**src/sfs_pkg.sv**
```systemverilog
// Shared types and operation codes for the sprite frame sequencer.
package sfs_pkg;

  localparam logic [2:0] OP_TICK        = 3'd0;
  localparam logic [2:0] OP_SELECT      = 3'd1;
  localparam logic [2:0] OP_PING_PONG   = 3'd2;
  localparam logic [2:0] OP_RESET_COUNT = 3'd3;
  localparam logic [2:0] OP_WRITE_FRAME = 3'd4;
  localparam logic [2:0] OP_WRITE_COUNT = 3'd5;

  typedef enum logic [2:0] {
    S_IDLE,
    S_EXEC,
    S_TICK,
    S_LOOK,
    S_SHOW
  } state_t;

  typedef struct packed {
    logic load_req;
    logic exec;
    logic tick;
    logic load_out;
  } sfs_cmd_t;

  typedef struct packed {
    logic is_tick;
  } sfs_stat_t;

endpackage

```
**src/sfs_ctrl.sv**
```systemverilog
// Controller state machine that sequences one request through the datapath.
module sfs_ctrl import sfs_pkg::*; (
  input  logic      clk,
  input  logic      rst,
  input  logic      in_valid,
  output logic      in_stall,
  output logic      out_valid,
  input  logic      out_stall,
  input  sfs_stat_t stat,
  output sfs_cmd_t  cmd
);

  state_t state;
  state_t state_next;
  logic   out_free;

  assign out_free = !out_valid || !out_stall;
  assign in_stall = (state != S_IDLE);

  always_ff @(posedge clk) begin
    if (rst) begin
      state     <= S_IDLE;
      out_valid <= 1'b0;
    end else begin
      state <= state_next;
      if (cmd.load_out) begin
        out_valid <= 1'b1;
      end else if (!out_stall) begin
        out_valid <= 1'b0;
      end
    end
  end

  always_comb begin
    state_next = state;
    cmd        = '0;
    case (state)
      S_IDLE: begin
        if (in_valid) begin
          cmd.load_req = 1'b1;
          state_next   = S_EXEC;
        end
      end
      S_EXEC: begin
        cmd.exec   = 1'b1;
        state_next = stat.is_tick ? S_TICK : S_LOOK;
      end
      S_TICK: begin
        cmd.tick   = 1'b1;
        state_next = S_LOOK;
      end
      S_LOOK: begin
        state_next = S_SHOW;
      end
      S_SHOW: begin
        if (out_free) begin
          cmd.load_out = 1'b1;
          state_next   = S_IDLE;
        end
      end
      default: begin
        state_next = S_IDLE;
      end
    endcase
  end

  a_accept_to_exec: assert property (@(posedge clk) disable iff (rst)
    (state == S_IDLE && in_valid) |=> (state == S_EXEC))
    else $error("accepted request did not start execution");

  a_load_when_free: assert property (@(posedge clk) disable iff (rst)
    cmd.load_out |-> out_free)
    else $error("result loaded over an untaken result");

  a_valid_after_show: assert property (@(posedge clk) disable iff (rst)
    $rose(out_valid) |-> ($past(state) == S_SHOW))
    else $error("result shown without a lookup");

  a_tick_after_exec: assert property (@(posedge clk) disable iff (rst)
    (state == S_TICK) |-> ($past(state) == S_EXEC))
    else $error("tick step entered out of order");

endmodule

```
**config.mk**
```make
export PLATFORM = sky130hd
export DESIGN_NAME = sfs_ctrl
export DESIGN_NICKNAME = d
export VERILOG_FILES = /design/src/sfs_pkg.sv /design/src/sfs_ctrl.sv
export SDC_FILE = /design/constraint.sdc
export NUM_CORES = 1
export LEC_CHECK = 0
export BUFFER_PORTS_ARGS = -buffer_cell sky130_fd_sc_hd__buf_2
export CAP_MARGIN = 20
export CORE_AREA = 2 2 39 41
export CTS_BUF_LIST = sky130_fd_sc_hd__clkbuf_8
export CTS_CLUSTER_DIAMETER = 60
export DETAILED_ROUTE_END_ITERATION = 10
export DIE_AREA = 0 0 41 43
export SYNTH_ARGS = -nofsm -noshare
export SYNTH_HDL_FRONTEND = slang
export SYNTH_SLANG_ARGS = --single-unit
```
**constraint.sdc**
```tcl
create_clock -name clk -period 1.55 [get_ports clk]
set_clock_uncertainty 0.1 [all_clocks]
set_input_delay 0.155 -clock clk [delete_from_list [all_inputs] [get_ports clk]]
set_output_delay 0.155 -clock clk [all_outputs]
set_load 0.02 [all_outputs]
```
After elaboration in Yosys (flattened, before gate mapping):

Index checks and enable logic that the tools add are counted.

* eq/ne operators: 7
* mux-type cells: 12
* reductions and logical operators: 6

Operator list (count)
* 3-bit case mux with 5 select lines: 1
* 1-bit two-way mux: 9
* 3-bit by 2-bit equality test with 1-bit output (second input constant): 2
* 3-bit two-way mux: 2
* 2-bit != test (second input constant): 2
* 3-bit by 1-bit equality test with 1-bit output (second input constant): 1
* 3-bit equality test (second input constant): 1
* 3-bit zero test: 1
* 3-bit nonzero test: 1
* 1-bit zero test: 2
* 2-bit by 1-bit != test with 1-bit output (second input constant): 1
* 2-bit AND reduction: 1
* 1-bit logical OR: 1

* flip-flop bits (word level): 4
* input bits: 5
* output and inout bits: 6
* word-level logic and storage cells: 27

Depth between registers and ports, before layout:

* depth in word-level cells: 5
* gate-level depth with buffers: 2
* gate-level depth less buffers: 2

Worst setup path before layout:

Ideal clock, no wire load.

* path type: reg-to-output
* start: reg state[1]
* end: out cmd[3] (netlist name)
* arrival time: 1.223 ns
* required time: 1.295 ns
* setup slack: 0.072 ns
* stages on the path, launching flop included: 3
* buffers on the path: 0
* path through: dfxtp_1 > or3_2 > nor2_1

RTL lines
* start, declared: RTL line sfs_ctrl.sv:13 `state_t state;`
* start signal, assigned: RTL line sfs_ctrl.sv:25 `state <= state_next;`
* end, declared: RTL line sfs_ctrl.sv:10 `output sfs_cmd_t cmd`

==> results by stage <==
Critical path:
- The worst path buffer plus inverter count is 1.
- The kind of critical path is flop to output pin.
- For this run, the slowest stage of the critical path takes approximately 0.42 ns.
- Data arrives at the worst endpoint at 1.25 ns.
- Data on the critical path is required at its endpoint by 1.29 ns.
- The kind of cell with the highest combined delay along the critical path is simple AND/OR/NAND/NOR gates.
- Traced cell by cell, the critical path runs through or3b_4 > a21oi_2 > buf_4.
- The standard cell with the maximum stage delay on the critical path is sky130_fd_sc_hd__or3b_4.
- The maximum fanout count along the critical path is 7.
- STA classifies the critical path startpoint as a flop.
- The critical path capture point type is an output pin.

Route:
- The count of nets left with antenna violations once routing finished came out at 0.
- In the final routed layout, each cell accounts on average for 10.1 um.
- For this block, the initial DRC count from the detailed router was 1.
- The via count is ~200.
- Summed over all layers, the routed wires come to 504 um.
- The length of the first detailed-routing pass in iterations is 2.
- In the routed design, unresolved DRC markers number 0.
- The average vias per placed instance is between 3 and 4.

Finish:
- Leaving out fill and tap cells, the most frequent cells in the layout are sky130_fd_sc_hd__buf_2, sky130_fd_sc_hd__clkbuf_8, sky130_fd_sc_hd__nor2_1, sky130_fd_sc_hd__buf_4, sky130_fd_sc_hd__dfxtp_4.
- The most frequent standard cell in the layout excluding fill and tap cells is sky130_fd_sc_hd__buf_2.
- The finished layout holds 50 standard cells, fillers aside.
- The fraction of layout instances using a drive strength above 1 is 61.8%.
- The area of all placed cells without fillers is 337 um^2.
- The final-stage net count is 41.
- The antenna cell count is 0.
- The area growth from synthesis to layout is 65.0%.

Global routing:
- Summed over all layers, the global routing overflow is 0.
- For this run, the total global-route usage over all layers was measured as 6.03%.
- The initial antenna violation count is 0.
- The via count of the first global-routing pass is 161.
- In this run the most used layer during global routing was met1.
- For this run, global-route usage on met1 was measured as 8.06%.
- In the global route stage, met2 resource usage came out at 5.31%.
- The first global-routing pass estimated 627 um of wire.
- The pin count of the biggest net entering global routing is 9.
- For met3 alone, demand over resource in global routing was under 10%.

Power and ir drop:
- The total power of the final layout is 454 uW.
- The power per unit of standard cell area is around 1300 nW/um^2.
- The reported leakage power is 0.000142 uW.
- IR analysis of the VDD net gives a maximum drop of between 300 and 400 uV.

Timing:
- Setup repair after global routing left no endpoint under its margin.
- The final worst hold slack is 0.0703 ns.
- The number of setup violations in the final report is 0.
- Adding up every negative setup slack in the final design gives 0 ns.
- The number of max-slew violations in the final report came to 0.
- The headroom to the max-slew limit is 87.9%.
- For the finished layout, the period the worst path requires is between 1.5 and 2 ns.
- Derived from the worst setup path, the maximum achievable clock frequency is ~660 MHz.
- The hold violation count in the final report is 0.
- The final period utilization is 97.0%.
- The slew at the pin with the worst max-slew slack is 0.181 ns.

Synthesis:
- The instance count of the mapped netlist is 21.
- The number of warnings printed during yosys synthesis is 0.
- Synthesis produced a netlist with a net count of 26.
- The share of the Yosys chip area taken by registers is 39.3%.
- After synthesis the netlist holds a flip-flop and latch count of 4.
- The netlist uses 16 different library cells.
- The mean instance size in the synthesized netlist is ~9.7 um^2.
- The post-synth design cell area is 204 um^2.

Run:
- The max-cap violation count is 0.

Min path:
- The worst min-delay path category is input pin to flop.

Clock network:
- The cell at the root of the clock tree is sky130_fd_sc_hd__clkbuf_8.
- After clock tree synthesis, the setup repair step added 0 buffers.
- In this run, CTS created clock tree buffers numbering 3.
- After clock tree synthesis, the clock-pin slew on the worst setup and hold paths is approximately 0.030 ns.
- The number of buffers added to fix hold violations after cts is 0.
- TritonCTS built the clock tree.
- The number of sinks driven by the clock tree is 4.
- In this run the number of H-tree levels came out at 1.
- At the later pin of the worst-skew pair, clock insertion delay measures 0.21 ns.
- In this run the deepest clock path goes through 2 buffers.

Placed design:
- The placed instances occupy a cell area of 274 um^2.
- The wire-length estimate of the detail-placed layout is ~370 um.
- The total placed cells including tap cells is 47.
- The number of port buffers is 10.
- The congestion estimate from routability-driven global placement came to 0.724.

Die:
- The number of placed I/O pins is 11.
- The die covers about 1800 um^2.
- The width of the die is roughly 41 um.
- The placeable core region is between 1000 and 1500 um^2.
- The number of core rows is 14.
- The floorplan step set the die height to 43 um.
- Once the floorplan was initialized, standard cells occupied 14.7% of the core.

Status:
- The run finished with clean final reports.
cells by family (layout without fill, tap and decap cells):
family	after synthesis	in the layout	share of synthesized area (%)
compound gates	5	5	22.7
xor+xnor	1	1	4.30
simple gates	10	10	31.9
flops	4	4	39.3
buf+inv	1	14	1.84
synth_stat cells:
| cell | number | area, um^2 |
|---|---|---|
| sky130_fd_sc_hd__or3_2 | 1 | 7.51 |
| sky130_fd_sc_hd__o21bai_1 | 1 | 7.51 |
| sky130_fd_sc_hd__or3b_1 | 1 | 8.76 |
| sky130_fd_sc_hd__a211oi_2 | 1 | 12.5 |
| sky130_fd_sc_hd__nand2b_1 | 1 | 6.26 |
| sky130_fd_sc_hd__dfxtp_1 | 4 | 80.1 |
| sky130_fd_sc_hd__nor3b_1 | 1 | 7.51 |
| sky130_fd_sc_hd__o32ai_2 | 1 | 16.3 |
| sky130_fd_sc_hd__nor2_1 | 2 | 7.51 |
| sky130_fd_sc_hd__a21oi_1 | 2 | 10.0 |
| sky130_fd_sc_hd__inv_1 | 1 | 3.75 |
| sky130_fd_sc_hd__or2b_1 | 1 | 7.51 |
| sky130_fd_sc_hd__nand2_1 | 1 | 3.75 |
| sky130_fd_sc_hd__xnor2_1 | 1 | 8.76 |
| sky130_fd_sc_hd__nor3_1 | 1 | 5.00 |
| sky130_fd_sc_hd__or3b_4 | 1 | 11.3 |
worst register-to-register path, cell delays in order, from the launching register on:
cell                      delay, ns
sky130_fd_sc_hd__dfxtp_4       0.36
sky130_fd_sc_hd__or3b_4        0.42
sky130_fd_sc_hd__o32ai_2       0.20
power by group:
| part | switching, uW | leakage, uW | internal [uW] |
|---|---|---|---|
| combinational | 53.2 | 0.0000857 | 50.3 |
| sequential | 17.1 | 0.0000344 | 115 |
| clock | 53.3 | 0.0000216 | 166 |
registers in the layout, summed over array words and instances, names as in the netlist:
signal,flops
state,3
out_valid,1
stage by stage:
step | utilization (%) | worst slack, ns
3_5_place_dp | 19.8 | 0.175
3_3_place_gp | 19.8 | 0.193
5_1_grt | 24.3 | 0.00185
6_report | 24.3 | 0.0461
4_1_cts | 23.1 | -0.00290
2_1_floorplan | - | 0.0724
what timing repair did:
| action | CTS | global route |
|---|---|---|
| pin swaps | 0 | 1 |
| gates resized for setup | 3 | 6 |
| endpoints found under the setup margin | 2 | 2 |
cell type report:
type / count / area (um^2)
Sequential cell: 4 / 88.8
Fill cell: 161 / 1050
Clock buffer: 3 / 41.3
Timing Repair Buffer: 10 / 55.1
Multi-Input combinational cell: 16 / 128
Inverter: 1 / 3.75
Tap cell: 16 / 20.0
worst paths after layout:
| kind | from | end | slack, ns | depth (start not counted) |
|---|---|---|---|---|
| worst min register to register | state[2] | state[0] | 0.35 | 1 |
| worst max-delay path | state[1] | cmd[0] | 0.05 | 3 |
| worst min-delay path | rst | state[0] | 0.07 | 2 |
| worst max register to register | state[1] | state[2] | 0.38 | 2 |
layer usage:
| layer | up-vias | part of all wire (%) |
|---|---|---|
| met2 | 9 | 44 |
| met3 | 0 | 12 |
| met4 | 0 | 0 |
| li1 | 103 | - |
| met5 | - | 0 |
| met1 | 86 | 44 |
Power figures use the tool's default switching activity.
